**config.mk**
```make
export PLATFORM = sky130hd
export DESIGN_NAME = fifo_page_replacement_core
export DESIGN_NICKNAME = d
export VERILOG_FILES = /design/src/hw/rtl/fpr_pkg.sv /design/src/hw/rtl/fpr_cell.sv /design/src/hw/rtl/fifo_page_replacement_core.sv
export SDC_FILE = /design/constraint.sdc
export NUM_CORES = 1
export LEC_CHECK = 0
export BUFFER_PORTS_ARGS = -buffer_cell sky130_fd_sc_hd__buf_4
export CAP_MARGIN = 0
export CELL_PAD_IN_SITES_DETAIL_PLACEMENT = 1
export CELL_PAD_IN_SITES_GLOBAL_PLACEMENT = 1
export CORE_ASPECT_RATIO = 0.7
export CORE_UTILIZATION = 40
export DETAILED_ROUTE_END_ITERATION = 12
export MAX_ROUTING_LAYER = met4
export PLACE_DENSITY = 0.61
export SLEW_MARGIN = 40
export SYNTH_ARGS = -nofsm -noshare
export SYNTH_HDL_FRONTEND = slang
export SYNTH_HIERARCHICAL = 1
export SYNTH_SLANG_ARGS = --single-unit
```
**constraint.sdc**
```tcl
create_clock -name clock -period 12.9 [get_ports clock]
set_clock_uncertainty 0.05 [all_clocks]
set_input_delay 2.58 -clock clock [delete_from_list [all_inputs] [get_ports clock]]
set_output_delay 2.58 -clock clock [all_outputs]
set_load 0.005 [all_outputs]
```
**src/hw/rtl/fpr_pkg.sv**
```systemverilog
// ----------------------------------------------------------------------------
// FIFO page replacement package
// Shared types and constants for the frame cell chain and the core.
// ----------------------------------------------------------------------------
package fpr_pkg;

   // width of the frame count register
   localparam int CFG_BITS = 5;
   // frame count after reset
   localparam logic [CFG_BITS-1:0] FRAMES_RESET = 5'd3;
   // widths of the fixed result fields
   localparam int FAULT_BITS = 32;
   localparam int FRAME_IDX_BITS = 4;

   // control beat handed from one frame cell to the next
   typedef struct packed {
      logic hit;          // some earlier cell holds the page
      logic evict_valid;  // selected victim frame holds a resident page
   } fpr_chain_type;

endpackage

```
**src/hw/rtl/fpr_cell.sv**
```systemverilog
// ----------------------------------------------------------------------------
// FIFO page replacement frame cell
// Holds one frame (page number and valid bit), matches the looked-up page
// and forwards the hit and victim information to the next cell.
// ----------------------------------------------------------------------------
module fpr_cell #(
   parameter int PAGE_BITS = 20
) (
   input  logic                  clock,
   input  logic                  reset,
   input  logic                  active,
   input  logic                  sel,
   input  logic                  wr_en,
   input  logic [PAGE_BITS-1:0]  lookup_page,
   input  fpr_pkg::fpr_chain_type chain_in,
   input  logic [PAGE_BITS-1:0]  evict_page_in,
   output fpr_pkg::fpr_chain_type chain_out,
   output logic [PAGE_BITS-1:0]  evict_page_out
);
   import fpr_pkg::*;

   logic                 valid_ff;
   logic [PAGE_BITS-1:0] page_ff;
   logic                 match;

   assign match = active & valid_ff & (page_ff == lookup_page);

   always_comb begin
      chain_out.hit         = chain_in.hit | match;
      chain_out.evict_valid = sel ? valid_ff : chain_in.evict_valid;
      // an empty victim frame reports page zero
      evict_page_out        = (sel & valid_ff) ? page_ff : evict_page_in;
   end

   always_ff @(posedge clock) begin
      if (reset) begin
         valid_ff <= 1'b0;
      end else if (wr_en) begin
         valid_ff <= 1'b1;
      end
   end

   always_ff @(posedge clock) begin
      if (wr_en) begin
         page_ff <= lookup_page;
      end
   end

endmodule

```
**src/hw/rtl/fifo_page_replacement_core.sv**
```systemverilog
// ----------------------------------------------------------------------------
// FIFO page replacement core
// Looks each page reference up in a chain of frame cells; on a miss loads
// the page into the frame under a round-robin pointer and counts the fault.
// ----------------------------------------------------------------------------
//   channel | direction | beat
//   req_    | in        | page_number
//   rsp_    | out       | hit, fault_count, frame_written, evicted_valid,
//           |           | evicted_page
//   csr_    | in        | frames_in_use (wdata)
//
// One reference per cycle while the result register can take it: the lookup runs
// through the frame cell chain in the accept cycle and the result is registered.
// A new beat is taken while the result register is empty or being drained.
// Synchronous reset empties all frames, clears the pointer and the fault
// count and sets the frame count to three. No clearing pass is needed.
// ----------------------------------------------------------------------------
module fifo_page_replacement_core #(
   parameter int MAX_FRAMES = 16,
   parameter int PAGE_BITS  = 20
) (
   input  logic                                clock,
   input  logic                                reset,
   input  logic                                req_valid,
   output logic                                req_ready,
   input  logic [PAGE_BITS-1:0]                req_page_number,
   output logic                                rsp_valid,
   input  logic                                rsp_ready,
   output logic                                rsp_hit,
   output logic [fpr_pkg::FAULT_BITS-1:0]      rsp_fault_count,
   output logic [fpr_pkg::FRAME_IDX_BITS-1:0]  rsp_frame_written,
   output logic                                rsp_evicted_valid,
   output logic [PAGE_BITS-1:0]                rsp_evicted_page,
   input  logic                                csr_valid,
   output logic                                csr_ready,
   input  logic [fpr_pkg::CFG_BITS-1:0]        csr_wdata
);
   import fpr_pkg::*;

   localparam int PW = (MAX_FRAMES > 1) ? $clog2(MAX_FRAMES) : 1;
   localparam int XW = $clog2(MAX_FRAMES + 1) + 1;
   localparam int WW = (XW > CFG_BITS) ? XW : CFG_BITS;

   logic [CFG_BITS-1:0]       frames_ff;
   logic [PW-1:0]             ptr_ff;
   logic [PW-1:0]             ptr_in;
   logic [FAULT_BITS-1:0]     faults_ff;
   logic [FAULT_BITS-1:0]     faults_in;

   logic                      rsp_valid_ff;
   logic                      hit_ff;
   logic [FAULT_BITS-1:0]     fault_count_ff;
   logic [FRAME_IDX_BITS-1:0] frame_written_ff;
   logic                      evicted_valid_ff;
   logic [PAGE_BITS-1:0]      evicted_page_ff;

   logic                      accept;
   logic                      hit;
   logic [XW-1:0]             n_eff;
   logic [PW-1:0]             slot;
   logic [XW-1:0]             slot_next;
   logic [PW+FRAME_IDX_BITS-1:0] slot_wide;

   fpr_chain_type             chain [0:MAX_FRAMES];
   logic [PAGE_BITS-1:0]      evict_page [0:MAX_FRAMES];

   assign req_ready = ~rsp_valid_ff | rsp_ready;
   assign accept    = req_valid & req_ready;
   assign csr_ready = 1'b1;

   // clamp the frame count to 1..MAX_FRAMES
   always_comb begin
      if (frames_ff == '0) begin
         n_eff = XW'(1);
      end else if (WW'(frames_ff) > WW'(MAX_FRAMES)) begin
         n_eff = XW'(MAX_FRAMES);
      end else begin
         n_eff = XW'(frames_ff);
      end
   end

   // wrap a stale pointer to frame 0 before use
   always_comb begin
      slot      = (XW'(ptr_ff) >= n_eff) ? '0 : ptr_ff;
      slot_next = XW'(slot) + XW'(1);
      ptr_in    = (slot_next >= n_eff) ? '0 : PW'(slot_next);
      slot_wide = {{FRAME_IDX_BITS{1'b0}}, slot};
      faults_in = (faults_ff == '1) ? faults_ff : faults_ff + FAULT_BITS'(1);
   end

   assign chain[0]      = '0;
   assign evict_page[0] = '0;

   for (genvar i = 0; i < MAX_FRAMES; i++) begin : g_cell
      logic active;
      logic sel;
      logic wr_en;

      assign active = (XW'(i) < n_eff);
      assign sel    = (slot == PW'(i));
      assign wr_en  = accept & ~hit & sel;

      fpr_cell #(
         .PAGE_BITS (PAGE_BITS)
      ) u_cell (
         .clock          (clock),
         .reset          (reset),
         .active         (active),
         .sel            (sel),
         .wr_en          (wr_en),
         .lookup_page    (req_page_number),
         .chain_in       (chain[i]),
         .evict_page_in  (evict_page[i]),
         .chain_out      (chain[i+1]),
         .evict_page_out (evict_page[i+1])
      );
   end

   assign hit = chain[MAX_FRAMES].hit;

   always_ff @(posedge clock) begin
      if (reset) begin
         frames_ff    <= FRAMES_RESET;
         ptr_ff       <= '0;
         faults_ff    <= '0;
         rsp_valid_ff <= 1'b0;
      end else begin
         if (csr_valid) begin
            frames_ff <= csr_wdata;
         end
         if (accept) begin
            rsp_valid_ff <= 1'b1;
         end else if (rsp_ready) begin
            rsp_valid_ff <= 1'b0;
         end
         // advance the pointer and count the fault on a miss
         if (accept && !hit) begin
            ptr_ff    <= ptr_in;
            faults_ff <= faults_in;
         end
      end
   end

   always_ff @(posedge clock) begin
      if (accept) begin
         hit_ff <= hit;
         if (hit) begin
            fault_count_ff   <= faults_ff;
            frame_written_ff <= '0;
            evicted_valid_ff <= 1'b0;
            evicted_page_ff  <= '0;
         end else begin
            fault_count_ff   <= faults_in;
            frame_written_ff <= slot_wide[FRAME_IDX_BITS-1:0];
            evicted_valid_ff <= chain[MAX_FRAMES].evict_valid;
            evicted_page_ff  <= evict_page[MAX_FRAMES];
         end
      end
   end

   assign rsp_valid         = rsp_valid_ff;
   assign rsp_hit           = hit_ff;
   assign rsp_fault_count   = fault_count_ff;
   assign rsp_frame_written = frame_written_ff;
   assign rsp_evicted_valid = evicted_valid_ff;
   assign rsp_evicted_page  = evicted_page_ff;

endmodule
```
### After elaboration in Yosys (flattened, before gate mapping)

Cells that the tools add are included.
Widths: inputs -> output; s select.

| storage, ports and cells | value |
|---|---|
| register bits | 436 |
| bits of input ports | 30 |
| output and inout bits | 61 |

| operators by class | value |
|---|---|
| add/subtract/negate cells | 2 |
| order comparisons | 19 |
| equality and inequality tests | 32 |
| mux-type cells | 40 |
| bitwise logic cells | 84 |
| reduce and logical (&&, ||, !) cells | 5 |

Operators with widths:

| operator | count |
|---|---|
| $eq 20x20->1 | 16 |
| $mux 20 | 16 |
| $and 1x1->1 | 66 |
| $mux 32 | 2 |
| $lt 4x6->1 const A | 8 |
| $add 32x1->32 const B | 1 |
| $eq 32x32->1 const B | 1 |
| $eq 4x4->1 const B | 8 |
| $lt 3x6->1 const A | 4 |
| $mux 1 | 18 |
| $eq 4x3->1 const B | 4 |
| $or 1x1->1 | 16 |
| $lt 1x6->1 const A | 2 |
| $lt 2x6->1 const A | 2 |
| $mux 5 | 2 |
| $eq 4x2->1 const B | 2 |
| $mux 4 | 2 |
| $ge 4x6->1 | 1 |
| $ge 5x6->1 | 1 |
| $add 4x1->5 const B | 1 |
| $gt 5x5->1 const B | 1 |
| $logic_not 5->1 | 1 |
| $eq 4x1->1 const B | 1 |
| $logic_not 4->1 | 1 |
| other kinds (4) | 5 |

### Depth between registers and ports, before layout

Gate-level depths: netlist (run 1).

| depth | value |
|---|---|
| depth after elaboration | 24 |
| mapped depth | 45 |
| depth with buffers taken out | 43 |

### Hierarchy

The synthesis (run 1) kept the hierarchy.

Modules (own cells, without submodules):

| module | times used | cells an instance | area an instance (um^2) |
|---|---|---|---|
| fpr_cell | 16 | 76 | 1101.1 |
| fifo_page_replacement_core | 1 | 561 | 5332.6 |

### Least setup slack after synthesis (run 1)

No wires, ideal clock.

| timing path | value |
|---|---|
| kind | in2reg |
| from | in req_page_number[7] |
| to | reg g_cell[4].u_cell.page_ff[0], enable pin |
| setup time | 425 ps |
| arrival time | 8080 ps |
| data required time | 12425 ps |
| path slack | 4345 ps |
| stages | 25 |
| buffers on the path | 2 |
| cell sequence | xnor2_1 -> nand4_1 -> nor4_1 -> a31o_1 -> a31o_1 -> a31o_1 -> a31o_1 -> a31o_1 -> a31o_1 -> a31o_1 -> a31o_1 -> a31o_1 -> a31o_1 -> a31o_1 -> a31o_1 -> a31o_1 -> a31o_1 -> a31o_1 -> a31o_1 -> clkbuf_1 -> nand2b_1 -> nor2_1 -> clkbuf_1 -> nand2_1 -> nor3_1 |

RTL lines:

| what | RTL line | RTL |
|---|---|---|
| start: declaration | fifo_page_replacement_core.sv:26 | `input logic [PAGE_BITS-1:0] req_page_number,` |
| end signal: assignment | fpr_cell.sv:45 | `page_ff <= lookup_page;` |
| end: declaration | fpr_cell.sv:23 | `logic [PAGE_BITS-1:0] page_ff;` |

==> qor.txt, run 1 <==
WORST SETUP PATH
---------------------------------------------------------------------------------
Element type at the critical path start ............................         flop
Number of cells on the worst reg-to-reg path .......................           28
Max stage delay cell, worst path ...................................      dfxtp_1
Critical path arrival ..............................................      8.87 ns
Worst Path Class, Setup ............................................ flop to flop
CP max FO ..........................................................           12
Crit. End Element ..................................................         flop
Required time at the endpoint of the critical path .................     13.17 ns
Crit-path max cell delay ...........................................      0.56 ns
Most common cell on crit path ......................................       mux2_1
Startpoint of the lowest-slack register-to-register path ........... frames_ff[4]$_SDFFE_PP0P_
Setup slack of the most critical reg-to-reg path ...................      4.30 ns
Capture point of the worst reg-to-reg path ......................... rsp_evicted_page[9]$_SDFFCE_PP0P_

POWER AND IR DROP
---------------------------------------------------------------------------------
Clock power share ..................................................        43.0%
Sequential cell fraction of total power ............................        48.4%
Switching fraction of total power ..................................        23.5%
Worst IR Drop VDD ..................................................     0.101 mV
Leakage power figure ...............................................      8.73 nW
P_int ..............................................................      2.47 mW
Net switching power of the design ..................................     0.759 mW
Power density over the cells .......................................   123 nW/um2
Fraction of power consumed by combinational cells ..................         8.6%

ROUTE
---------------------------------------------------------------------------------
Number of nets still failing antenna checks after routing ..........            0
Detailed-route DRC error count .....................................            5
Number of detailed-route iterations in the first pass ..............           11
Drt wl/cell ........................................................      24.8 um
Ratio of routed vias to standard cells .............................         5.49
Routed vias ........................................................        14734
Routed wire length .................................................      66.6 mm
Number of DRC markers after the initial detailed-route iteration ...         1155

STA
---------------------------------------------------------------------------------
Minimum clock period after layout ..................................      8.60 ns
Ratio of final minimum period to clock period ......................        66.7%
Slack of the critical path .........................................      4.30 ns
Slew at the pin closest to its max-slew limit ......................     0.909 ns
Number of pins with negative max-slew slack in the final report ....            0
Highest clock frequency the design can meet ........................    0.116 GHz
Unrepaired setup endpoints after global routing ....................        false
Endpoints failing setup ............................................            0
Final Hold Fails ...................................................            0
TNS Setup ..........................................................         0 ns
Worst slew margin relative to its limit ............................        38.9%

GRT
---------------------------------------------------------------------------------
Global-route wire length before repair .............................       100 mm
Busiest metal layer after global routing ...........................         met1
Antenna violations before repair ...................................            2
GRT met2 Usage .....................................................        31.1%
Met3 track utilization from global routing .........................        5.08%
Via count of the first global-routing pass .........................        15232
Global routing met1 resource utilization ...........................        36.9%
GRT overflow .......................................................            0
Total track usage ..................................................        23.7%
Largest net degree at the start of global routing ..................           61

SYNTH
---------------------------------------------------------------------------------
Prevailing post-synth register cell ................................     edfxtp_1
Top-area cell type share of the netlist area .......................        49.5%
Portion of the post-synthesis area used by sequential elements .....        54.5%
Ranking of synthesized cells by area ............................... edfxtp_1 49%, mux2_1 10%, xnor2_1 8.6%, mux2_2 5.8%, dfxtp_1 5.1%
Async set-reset flop share out of synthesis ........................           0%
Instance count of the mapped netlist ...............................         1777
Area leader, netlist ...............................................     edfxtp_1
Average cell area after synthesis ..................................     12.9 um2
EDFF count, synth ..................................................          378
Cell area after synthesis ..........................................    22900 um2
Flops & latches, synth .............................................          436
Count of warnings emitted by yosys .................................            6
Unique cell type count in the Yosys netlist ........................           56

FINISH
---------------------------------------------------------------------------------
Share of layout cells above drive strength 1 .......................        18.3%
Number of fillers in the final layout ..............................         5777
Post-route cell area ...............................................    26200 um2
Post-layout nets ...................................................         1938
Final Core Density .................................................        46.2%
Area growth, synth to finish .......................................        14.2%

FLOORPLAN
---------------------------------------------------------------------------------
Die area ...........................................................    58400 um2
Effective utilization at floorplan .................................        40.5%
IO Count ...........................................................           91
Width of the chip ..................................................       288 um
Floorplan die height ...............................................       202 um
Standard cell core area ............................................    56700 um2
Site row count .....................................................           73

OUTCOME
---------------------------------------------------------------------------------
Run status ......................................................... finished, violations left
Violations in the final reports .................................... design-rule violations

CTS
---------------------------------------------------------------------------------
# hold bufs at CTS .................................................            0
Number of sinks on the clock net ...................................          436
Bufs on Longest Clock Path .........................................            3
Deepest level of the CTS H-tree ....................................            2
Clock buffers created by TritonCTS .................................           47
CTS tree ...........................................................         done
# Post-CTS Setup Buffers ...........................................            0
Cell at the root of the clock tree .................................    clkbuf_16
Clk pin slew, worst setup/hold paths ...............................      0.06 ns
Source-to-sink clock delay at the later pin of the worst-skew pair .      0.59 ns
Post-cts gate resize count .........................................            0

PLACED DESIGN
---------------------------------------------------------------------------------
Post-DP HPWL .......................................................      46.7 mm
Cell area reported after detailed placement ........................    24700 um2
Worst setup slack after placement ..................................      3.77 ns
Routability congestion estimate ....................................        0.867
Number of buffers added on ports ...................................           89

WORST HOLD PATH
---------------------------------------------------------------------------------
Class of the tightest hold or removal check ........................ flop to flop
Startpoint of the most critical hold path .......................... faults_ff[31]$_SDFFE_PP0P_
Worst Hold Depth ...................................................            2
Hold path endpoint ................................................. faults_ff[31]$_SDFFE_PP0P_

JOB
---------------------------------------------------------------------------------
Max-cap violation count ............................................            0

-- sequential cells by signal (all words and copies together), names as in the netlist --
name	flops
faults_ff	32
frames_ff	5
g_cell.u_cell/page_ff	320
g_cell.u_cell/valid_ff	16
ptr_ff	4
rsp_evicted_page	20
rsp_evicted_valid	1
rsp_fault_count	32
rsp_frame_written	4
rsp_hit	1
rsp_valid	1
-- synth_stat cells (all sizes together) (3+ instances only) --
library cell and number:
and3 5, or2 3, a21oi 29, mux2i 4
o21ai 36, nand3 34, edfxtp 378, ha 14
a31o 16, nand2b 6, o31ai 15, o211ai 4
nor2 77, mux2 326, dfxtp 58, nor4 45
or3 15, buf 48, clkbuf 28, nand4 64
inv 35, xnor2 225, nor3 40, nand2 63
and2 8, or4 15, xor2 128, nor2b 32
-- area by class of cell --
cell class                      count  area [um2]  area share [%]
Clock inverter                     32         297            1.13
Antenna cell                        1        2.50         0.00955
Tap cell                          750         938            3.58
Multi-Input combinational cell   1252       10200            38.8
Sequential cell                   436       12500            47.7
Clock buffer                       55        1250            4.76
Timing Repair Buffer              122         911            3.47
Inverter                           35         131           0.501
-- metrics by stage --
step	hold WS, ns	cells	total power, mW
6_report	0.449	2683	3.22
3_3_place_gp	0.414	2593	1.86
2_1_floorplan	0.402	1799	1.75
5_1_grt	0.471	2683	3.34
4_1_cts	0.453	2682	3.26
3_5_place_dp	0.433	2595	1.87
-- layer usage --
layer / up-vias / share of wire (%)
met5: - / 0
met4: 0 / 1.4
met3: 66 / 6.4
met2: 309 / 40
met1: 7573 / 52
li1: 6786 / -
-- placed cells by master, fill, tap and decap left out, types with 4 or more instances in the layout --
master	instances
nand2_1	55
nand2_2	8
o21ai_0	35
a21oi_1	29
clkinv_2	13
nor2b_1	28
ha_1	14
nand4_1	64
bufinv_16	5
or3_1	15
and3_1	5
nand2b_1	6
nor2_2	4
inv_1	35
nor4_1	41
edfxtp_1	378
nand3_1	33
nor2_4	4
mux2_2	118
nor2_1	69
clkinv_1	9
a31o_1	15
nor3_1	34
clkbuf_16	48
clkbuf_1	5
mux2_1	208
xor2_1	128
or4_1	14
o211ai_1	4
conb_1	24
buf_4	120
mux2i_1	4
and2_1	7
o31ai_1	15
xnor2_1	225
dfxtp_1	58
nor3_2	5
-- power groups by stage --
stage	combinational (mW)	sequential (mW)	clock [mW]
after detailed placement	0.279	1.59	0
after floorplan	0.158	1.59	0
after global routing	0.304	1.56	1.47
after global placement	0.275	1.59	0
final	0.277	1.56	1.39
after CTS	0.281	1.56	1.42
-- cell families (layout without fill, tap and decap cells) --
family,Yosys count,after routing,synth area share [%]
and+or+nand+nor,415,415,9.63
muxes,330,330,16.2
buffers and inverters,111,244,2.11
AOI/OAI and AO/OA,116,116,3.30
adders and majority gates,14,14,0.763
other,2,25,0.0327
xor gates and xnor gates,353,353,13.5
DFF,436,436,54.5
-- critical path: cells and delay by family, from the launching register on --
| kind | cells | cell delay, ns |
|---|---|---|
| adder cells (fa/ha/maj) | 2 | 0.60 |
| multiplexers | 16 | 4.84 |
| AND/OR/NAND/NOR | 4 | 0.90 |
| AO/OA/AOI/OAI | 4 | 0.79 |
| flip-flops | 1 | 0.56 |
| buffers and inverters | 2 | 0.59 |
-- worst max path at each step --
stage / startpoint / endpoint / slack [ns] / depth (start not counted)
floorplan: req_page_number[7] / g_cell[4].u_cell/page_ff[0]$_DFFE_PP_ / 4.35 / 25
global placement: req_page_number[13] / g_cell[8].u_cell/page_ff[0]$_DFFE_PP_ / 3.55 / 26
detailed placement: req_page_number[13] / g_cell[8].u_cell/page_ff[2]$_DFFE_PP_ / 3.77 / 26
CTS: frames_ff[4]$_SDFFE_PP0P_ / rsp_evicted_page[9]$_SDFFCE_PP0P_ / 4.27 / 28
global route: frames_ff[4]$_SDFFE_PP0P_ / rsp_evicted_page[12]$_SDFFCE_PP0P_ / 3.85 / 28
finish: frames_ff[4]$_SDFFE_PP0P_ / rsp_evicted_page[9]$_SDFFCE_PP0P_ / 4.30 / 28
Note: power is estimated with default switching activity, not from simulation.
==> run 2: changes to the inputs <==
ABC_AREA = 1   (was default)
PLACE_DENSITY = 0.7   (was 0.61)
clock period = 7.5 ns   (was 12.9 ns; I/O delays follow)
==> run 2 against run 1 <==
The run now ends clean. Sequential power grew 74%. Critical path type unchanged. Register-to-register slack worse by 3.8 ns. Highest routed layer unchanged. Total power increased by 83%. First-iteration DRC count rose by 31%.
==> qor.txt, run 2 <==
OUTCOME
-------------------------------------------------------------------------------------
Run status .............................................................    completed

SYNTH
-------------------------------------------------------------------------------------
EDFF count, synth ......................................................          378   unchanged
Average cell area after synthesis ......................................     7.13 um2   -45%
Prevailing post-synth register cell ....................................     edfxtp_1
Top cell types by occurrence after synthesis ........................... 1419 x nand2_1, 739 x inv_1, 410 x o21ai_0, 378 x edfxtp_1, 313 x nor2_1
Async set-reset flop share out of synthesis ............................           0%   unchanged
Portion of the post-synthesis area used by sequential elements .........        48.0%   -6.6 points
Flops & latches, synth .................................................          436   unchanged
Most frequent cell after synthesis .....................................      nand2_1
Count of warnings emitted by yosys .....................................            6   unchanged
Unique cell type count in the Yosys netlist ............................           35   -38%
Cell area after synthesis ..............................................    26100 um2   +14%
Area leader, netlist ...................................................     edfxtp_1
Instance count of the mapped netlist ...................................         3659   +110%
Ranking of synthesized cells by area ................................... edfxtp_1 44%, nand2_1 20%, inv_1 11%, o21ai_0 7.9%, nor2_1 4.5%
Top-area cell type share of the netlist area ...........................        43.5%   -6.0 points

GRT
-------------------------------------------------------------------------------------
Largest net degree at the start of global routing ......................           49   -20%
Total track usage ......................................................        25.4%   +1.6 points
GRT overflow ...........................................................            0   unchanged
Antenna violations before repair .......................................            3   +1
Via count of the first global-routing pass .............................        23589   +55%
Global-route wire length before repair .................................       129 mm   +29%

CTS
-------------------------------------------------------------------------------------
Bufs on Longest Clock Path .............................................            3   unchanged
CTS tree ...............................................................         done
# hold bufs at CTS .....................................................            0   unchanged
Number of sinks on the clock net .......................................          436   unchanged
# Post-CTS Setup Buffers ...............................................            0   unchanged
Source-to-sink clock delay at the later pin of the worst-skew pair .....      0.60 ns   about the same
Deepest level of the CTS H-tree ........................................            2   unchanged
Clk pin slew, worst setup/hold paths ...................................      0.06 ns   about the same
Cell at the root of the clock tree .....................................    clkbuf_16
Clock buffers created by TritonCTS .....................................           49   +4.3%

WORST SETUP PATH
-------------------------------------------------------------------------------------
Required time at the endpoint of the critical path .....................      7.80 ns   -5.37 ns
CP max FO ..............................................................            7   -5
Crit-path max cell delay ...............................................      0.36 ns   -0.20 ns
Worst Path Class, Setup ................................................ flop to flop
Capture point of the worst reg-to-reg path ............................. rsp_evicted_page[19]$_SDFFCE_PP0P_
Number of cells on the worst reg-to-reg path ...........................           32   +14%
Launching instance or port of the critical path ........................ frames_ff[1]$_SDFFE_PP1P_
Count of buffer and inverter cells on the critical path ................            3   +1
Critical path arrival ..................................................      7.31 ns   -1.56 ns
Element type at the critical path start ................................         flop
Kind of cell adding the most delay to the critical path ................ multiplexers
Max stage delay cell, worst path .......................................      dfxtp_1
Startpoint of the lowest-slack register-to-register path ............... frames_ff[1]$_SDFFE_PP1P_
Most common cell on crit path ..........................................       mux2_4
Setup slack of the most critical reg-to-reg path .......................      0.50 ns   -3.80 ns
Crit. End Element ......................................................         flop

STA
-------------------------------------------------------------------------------------
Endpoints failing setup ................................................            0   unchanged
Slew at the pin closest to its max-slew limit ..........................     0.803 ns   -0.106 ns
Worst slew margin relative to its limit ................................        45.9%   +7.0 points
TNS Setup ..............................................................         0 ns   unchanged
Ratio of final minimum period to clock period ..........................        93.4%   +27 points
Slack of the critical path .............................................     0.498 ns   -3.80 ns
Final Hold Fails .......................................................            0   unchanged
Number of pins with negative max-slew slack in the final report ........            0   unchanged
Unrepaired setup endpoints after global routing ........................        false
Minimum clock period after layout ......................................      7.00 ns   -1.60 ns
Highest clock frequency the design can meet ............................    0.143 GHz   +23%

ROUTE
-------------------------------------------------------------------------------------
Number of DRC markers after the initial detailed-route iteration .......         1510   +31%
Number of detailed-route iterations in the first pass ..................            5   -6
Met1 routed wirelength after detailed routing ..........................      43.4 mm   +24%
Routed wire length .....................................................      81.5 mm   +22%
Ratio of routed vias to standard cells .................................         4.96   -9.8%
Number of nets still failing antenna checks after routing ..............            0   unchanged
Detailed-routed wire length on met3 ....................................      3.96 mm   -7.2%
Routed vias ............................................................        23185   +57%
Wire length on met2 ....................................................      33.2 mm   +25%
Drt wl/cell ............................................................      17.4 um   -30%
Detailed-route DRC error count .........................................            0   -5
Highest layer used for signal routing ..................................         met4

FINISH
-------------------------------------------------------------------------------------
Number of fillers in the final layout ..................................         8128   +41%
Final Core Density .....................................................        46.2%   -0.063 points
Most frequent standard cell in the layout excluding fill and tap cells .      nand2_1
Number of flip-flops under the largest register name ...................          320   unchanged
Most frequent cells in the layout ...................................... 1419 x nand2_1, 738 x inv_1, 409 x o21ai_0, 378 x edfxtp_1, 313 x nor2_1
Post-layout nets .......................................................         3810   +97%
Area growth, synth to finish ...........................................        12.8%
Share of layout cells above drive strength 1 ...........................        7.12%   -11 points
Largest register by flop count ......................................... g_cell.u_cell/page_ff
Post-route cell area ...................................................    29400 um2   +12%

PLACED DESIGN
-------------------------------------------------------------------------------------
Routability congestion estimate ........................................        0.887   +2.3%
Number of buffers added on ports .......................................           89   unchanged
Worst setup slack after placement ......................................     0.453 ns   -3.32 ns
Post-DP HPWL ...........................................................      60.9 mm   +30%
Cell area reported after detailed placement ............................    27800 um2   +13%

POWER AND IR DROP
-------------------------------------------------------------------------------------
Worst IR Drop VDD ......................................................     0.133 mV   +32%
Power density over the cells ...........................................   200 nW/um2   +63%
Leakage power figure ...................................................      14.9 nW   +71%

FLOORPLAN
-------------------------------------------------------------------------------------
Site row count .........................................................           77   +5.5%
Floorplan die height ...................................................       216 um   +6.6%
Effective utilization at floorplan .....................................        40.9%   +0.45 points
Standard cell core area ................................................    63800 um2   +12%
Width of the chip ......................................................       307 um   +6.6%
Die area ...............................................................    66300 um2   +14%
IO Count ...............................................................           91   unchanged

WORST HOLD PATH
-------------------------------------------------------------------------------------
Class of the tightest hold or removal check ............................ flop to flop
Hold path endpoint ..................................................... frames_ff[0]$_SDFFE_PP1P_
Startpoint of the most critical hold path .............................. frames_ff[0]$_SDFFE_PP1P_
Worst Hold Depth .......................................................            2   unchanged

JOB
-------------------------------------------------------------------------------------
Max-cap violation count ................................................            0   unchanged

[run 2: cell count changes after synthesis, sizes merged, moves of 32 or more]
cell and delta:
nand3 +48, inv +707, nor2 +238, nor2b -32
nand2 +1374, xnor2 -209, o21ai +378, nor4 -44
mux2 -310, xor2 -125, nand4 -59
[run 2: report_power, final]
part	leakage [nW]	internal [mW]	switching (mW)
Clock	0.809	1.46	1.07
Sequential	3.94	2.69	0.0306
Combinational	10.2	0.220	0.429
Total	14.9	4.37	1.53
[run 2: metal layers]
layer / vias to the layer above / global-route usage (%)
met4: 0 / 4.18
met5: - / -
met2: 389 / 35.6
li1: 11446 / -
met1: 11286 / 39.0
met3: 64 / 3.29
[run 2: worst min-delay path, stage by stage (launching register included)]
cell     delay [ns]
dfxtp_1        0.33
nand2_1        0.08
nand3_1        0.06
[run 2: per-stage QoR]
stage / hold slack [ns] / total power [mW] / cells
finish: 0.465 / 5.90 / 4678
global route: 0.499 / 6.14 / 4678
CTS: 0.455 / 5.97 / 4676
detailed placement: 0.442 / 3.42 / 4584
global placement: 0.430 / 3.40 / 4584
floorplan: 0.396 / 3.14 / 3681
[run 2: layout make-up]
type	count	area [um2]	area share, %
flip-flops and latches	436	12500	42.5
multi-input cells	2411	10500	35.5
inverters	743	2790	9.48
clock buffers	58	1280	4.35
well taps	869	1090	3.69
repair buffers	125	938	3.19
clock inverters	34	365	1.24
diodes	2	5.00	0.0170
[run 2: logic make-up after synthesis]
group                    count (synthesis)  synth area share (%)
buffers and inverters                  834                  12.6
other                                    2                0.0288
multiplexers                            16                 0.921
AND/OR/NAND/NOR                       1870                  28.0
flip-flops                             436                  48.0
XOR/XNOR                                19                 0.638
adder cells (fa/ha/maj)                 14                 0.671
AO/OA/AOI/OAI                          468                  9.17
[run 2: worst max path at each step]
stage / depth (start not counted) / to / slack, ns
finish: 32 / rsp_evicted_page[19]$_SDFFCE_PP0P_ / 0.50
global placement: 33 / rsp_evicted_page[19]$_SDFFCE_PP0P_ / 0.47
global route: 48 / rsp_evicted_valid$_SDFFCE_PP0P_ / 0.003
detailed placement: 33 / rsp_evicted_page[19]$_SDFFCE_PP0P_ / 0.45
floorplan: 34 / rsp_evicted_page[19]$_SDFFCE_PP0P_ / 0.76
CTS: 32 / rsp_evicted_page[19]$_SDFFCE_PP0P_ / 0.43
[run 2: timing repair]
item                       in CTS  in global routing
setup endpoints to repair       0                  5
hold endpoints to repair        0                  0
resized for setup               0                  3
==> run 3: changes to the inputs <==
CTS_BUF_LIST = sky130_fd_sc_hd__clkbuf_4   (was default)
==> run 3 against run 2 <==
Fmax is essentially flat. Total power shrank 5.3%. Non-clock buffer count is the same. Die area is the same. First-iteration DRC count shrank 1.5%. Utilization shrank 0.16 points. Largest power group unchanged.
==> qor.txt, run 3 (synthesized netlist as in run 2, its figures left out) <==
OUTCOME
-------------------------------------------------------------------------------------
Run status .............................................................    completed

PLACED DESIGN
-------------------------------------------------------------------------------------
Post-DP HPWL ...........................................................      60.9 mm   unchanged
Number of buffers added on ports .......................................           89   unchanged
Routability congestion estimate ........................................        0.887   unchanged

FLOORPLAN
-------------------------------------------------------------------------------------
Effective utilization at floorplan .....................................        40.9%   unchanged
Die area ...............................................................    66300 um2   unchanged
Standard cell core area ................................................    63800 um2   unchanged
Site row count .........................................................           77   unchanged
Floorplan die height ...................................................       216 um   unchanged
IO Count ...............................................................           91   unchanged
Width of the chip ......................................................       307 um   unchanged

GRT
-------------------------------------------------------------------------------------
Largest net degree at the start of global routing ......................           49   unchanged
Antenna violations before repair .......................................            5   +2
Via count of the first global-routing pass .............................        24120   +2.3%
GRT overflow ...........................................................            0   unchanged
Total track usage ......................................................        25.5%   +0.19 points
Met3 track utilization from global routing .............................        4.58%   +1.3 points
Global-route wire length before repair .................................       130 mm   +0.42%
Global routing met1 resource utilization ...............................        38.7%   -0.27 points
Busiest metal layer after global routing ...............................         met1
GRT met2 Usage .........................................................        35.1%   -0.50 points

CTS
-------------------------------------------------------------------------------------
Deepest level of the CTS H-tree ........................................            3   +1
Number of sinks on the clock net .......................................          436   unchanged
Cell at the root of the clock tree .....................................     clkbuf_4
Source-to-sink clock delay at the later pin of the worst-skew pair .....      0.92 ns   +0.32 ns
# hold bufs at CTS .....................................................            0   unchanged
Clock buffers created by TritonCTS .....................................          117   +140%
Clk pin slew, worst setup/hold paths ...................................      0.07 ns   about the same
# Post-CTS Setup Buffers ...............................................            0   unchanged
Bufs on Longest Clock Path .............................................            3   unchanged
CTS tree ...............................................................         done

JOB
-------------------------------------------------------------------------------------
Max-cap violation count ................................................            0   unchanged

WORST SETUP PATH
-------------------------------------------------------------------------------------
CP max FO ..............................................................            6   -1
Element type at the critical path start ................................         flop
Required time at the endpoint of the critical path .....................      8.10 ns   +0.30 ns
Crit-path max cell delay ...............................................      0.36 ns   about the same
Critical path arrival ..................................................      7.60 ns   +0.29 ns
Startpoint of the lowest-slack register-to-register path ............... frames_ff[1]$_SDFFE_PP1P_
Number of cells on the worst reg-to-reg path ...........................           33   +3.1%
Crit. End Element ......................................................         flop
Launching instance or port of the critical path ........................ frames_ff[1]$_SDFFE_PP1P_
Crit path capture ...................................................... rsp_evicted_page[19]$_SDFFCE_PP0P_
Most common cell on crit path ..........................................       mux2_4
Setup slack of the most critical reg-to-reg path .......................      0.50 ns   about the same
Capture point of the worst reg-to-reg path ............................. rsp_evicted_page[19]$_SDFFCE_PP0P_
Max stage delay cell, worst path .......................................      dfxtp_1
Worst Path Class, Setup ................................................ flop to flop

FINISH
-------------------------------------------------------------------------------------
Number of flip-flops under the largest register name ...................          320   unchanged
Post-layout nets .......................................................         3878   +1.8%
Largest register by flop count ......................................... g_cell.u_cell/page_ff
Area growth, synth to finish ...........................................        12.4%
Number of fillers in the final layout ..................................         8234   +1.3%
Share of layout cells above drive strength 1 ...........................        9.93%   +2.8 points
Most frequent standard cell in the layout excluding fill and tap cells .      nand2_1
Most frequent cells in the layout ...................................... 1419 x nand2_1, 738 x inv_1, 409 x o21ai_0, 378 x edfxtp_1, 312 x nor2_1

STA
-------------------------------------------------------------------------------------
Minimum clock period after layout ......................................      7.00 ns   -0.00666 ns
Final Hold Fails .......................................................            0   unchanged
TNS Setup ..............................................................         0 ns   unchanged
Unrepaired setup endpoints after global routing ........................        false
Ratio of final minimum period to clock period ..........................        93.3%   about the same
Highest clock frequency the design can meet ............................    0.143 GHz   about the same
Worst slack on hold paths ..............................................     0.464 ns   -0.00124 ns
Endpoints failing setup ................................................            0   unchanged
Number of pins with negative max-slew slack in the final report ........            0   unchanged
Slew at the pin closest to its max-slew limit ..........................     0.812 ns   +0.00916 ns
Worst slew margin relative to its limit ................................        45.7%   -0.24 points

ROUTE
-------------------------------------------------------------------------------------
Routed vias ............................................................        23440   +1.1%
Number of detailed-route iterations in the first pass ..................            5   unchanged
Drt wl/cell ............................................................      17.0 um   -2.5%
Ratio of routed vias to standard cells .................................         4.88   -1.5%
Routed wire length .....................................................      81.6 mm   about the same
Number of nets still failing antenna checks after routing ..............            0   unchanged
Number of DRC markers after the initial detailed-route iteration .......         1488   -1.5%
Detailed-route DRC error count .........................................            0   unchanged

WORST HOLD PATH
-------------------------------------------------------------------------------------
Worst Hold Depth .......................................................            2   unchanged
Startpoint of the most critical hold path .............................. frames_ff[0]$_SDFFE_PP1P_
Class of the tightest hold or removal check ............................ flop to flop

POWER AND IR DROP
-------------------------------------------------------------------------------------
Leakage power figure ...................................................      15.0 nW   +0.77%
Power density over the cells ...........................................   190 nW/um2   -5.0%
Worst IR Drop VDD ......................................................     0.101 mV   -24%

## run 3: critical path, delay by kind of cell (launching register included)
| family | cells | cell delay [ns] |
|---|---|---|
| adder cells (fa/ha/maj) | 2 | 0.58 |
| buffers and inverters | 4 | 0.30 |
| flip-flops | 1 | 0.36 |
| AND/OR/NAND/NOR | 10 | 1.17 |
| multiplexers | 16 | 4.13 |
| AO/OA/AOI/OAI | 1 | 0.14 |
## run 3: timing repair
item	CTS	global route
endpoints found under the hold margin	0	0
endpoints found under the setup margin	0	5
resized for setup	0	4
## run 3: worst min-delay path by stage
stage                                                          to  slack, ns
after CTS                               frames_ff[0]$_SDFFE_PP1P_       0.46
final                                   frames_ff[0]$_SDFFE_PP1P_       0.46
after detailed placement                frames_ff[0]$_SDFFE_PP1P_       0.44
after global placement                  frames_ff[0]$_SDFFE_PP1P_       0.43
after global routing      g_cell[12].u_cell/valid_ff$_SDFFE_PP0P_       0.50
after floorplan                         frames_ff[0]$_SDFFE_PP1P_       0.40
## run 3: routing by layer
layer  routed length (um)  part of all wire (%)
met3                 4220                   5.2
met2                33100                    41
met1                43100                    53
met4                 1190                   1.5
met5                    0                     0
## run 3: area by class of cell
class / count / area [um2] / area share, %
multi-input cells: 2411 / 10500 / 35.7
diodes: 5 / 12.5 / 0.0427
flip-flops and latches: 436 / 12500 / 42.7
inverters: 743 / 2790 / 9.51
clock inverters: 22 / 114 / 0.388
clock buffers: 189 / 1420 / 4.84
repair buffers: 125 / 938 / 3.20
well taps: 869 / 1090 / 3.71
## run 3: power breakdown
group          internal (mW)  switching [mW]  total [mW]
clock                   1.16            1.06        2.22
combinational          0.220           0.428       0.649
sequential              2.69          0.0302        2.72
total                   4.07            1.52        5.59
## run 3: per-stage QoR
step                      power, mW  setup slack (ns)  instances  util (%)  area (um2)
after CTS                      5.68             0.403       4795      45.9       29300
after floorplan                3.14             0.760       3681         -       26200
after detailed placement       3.42             0.453       4584      43.5       27800
after global placement         3.40             0.475       4584      43.5       27800
final                          5.59             0.504       4800      46.0       29300
after global routing           5.88            0.0439       4800      46.0       29300
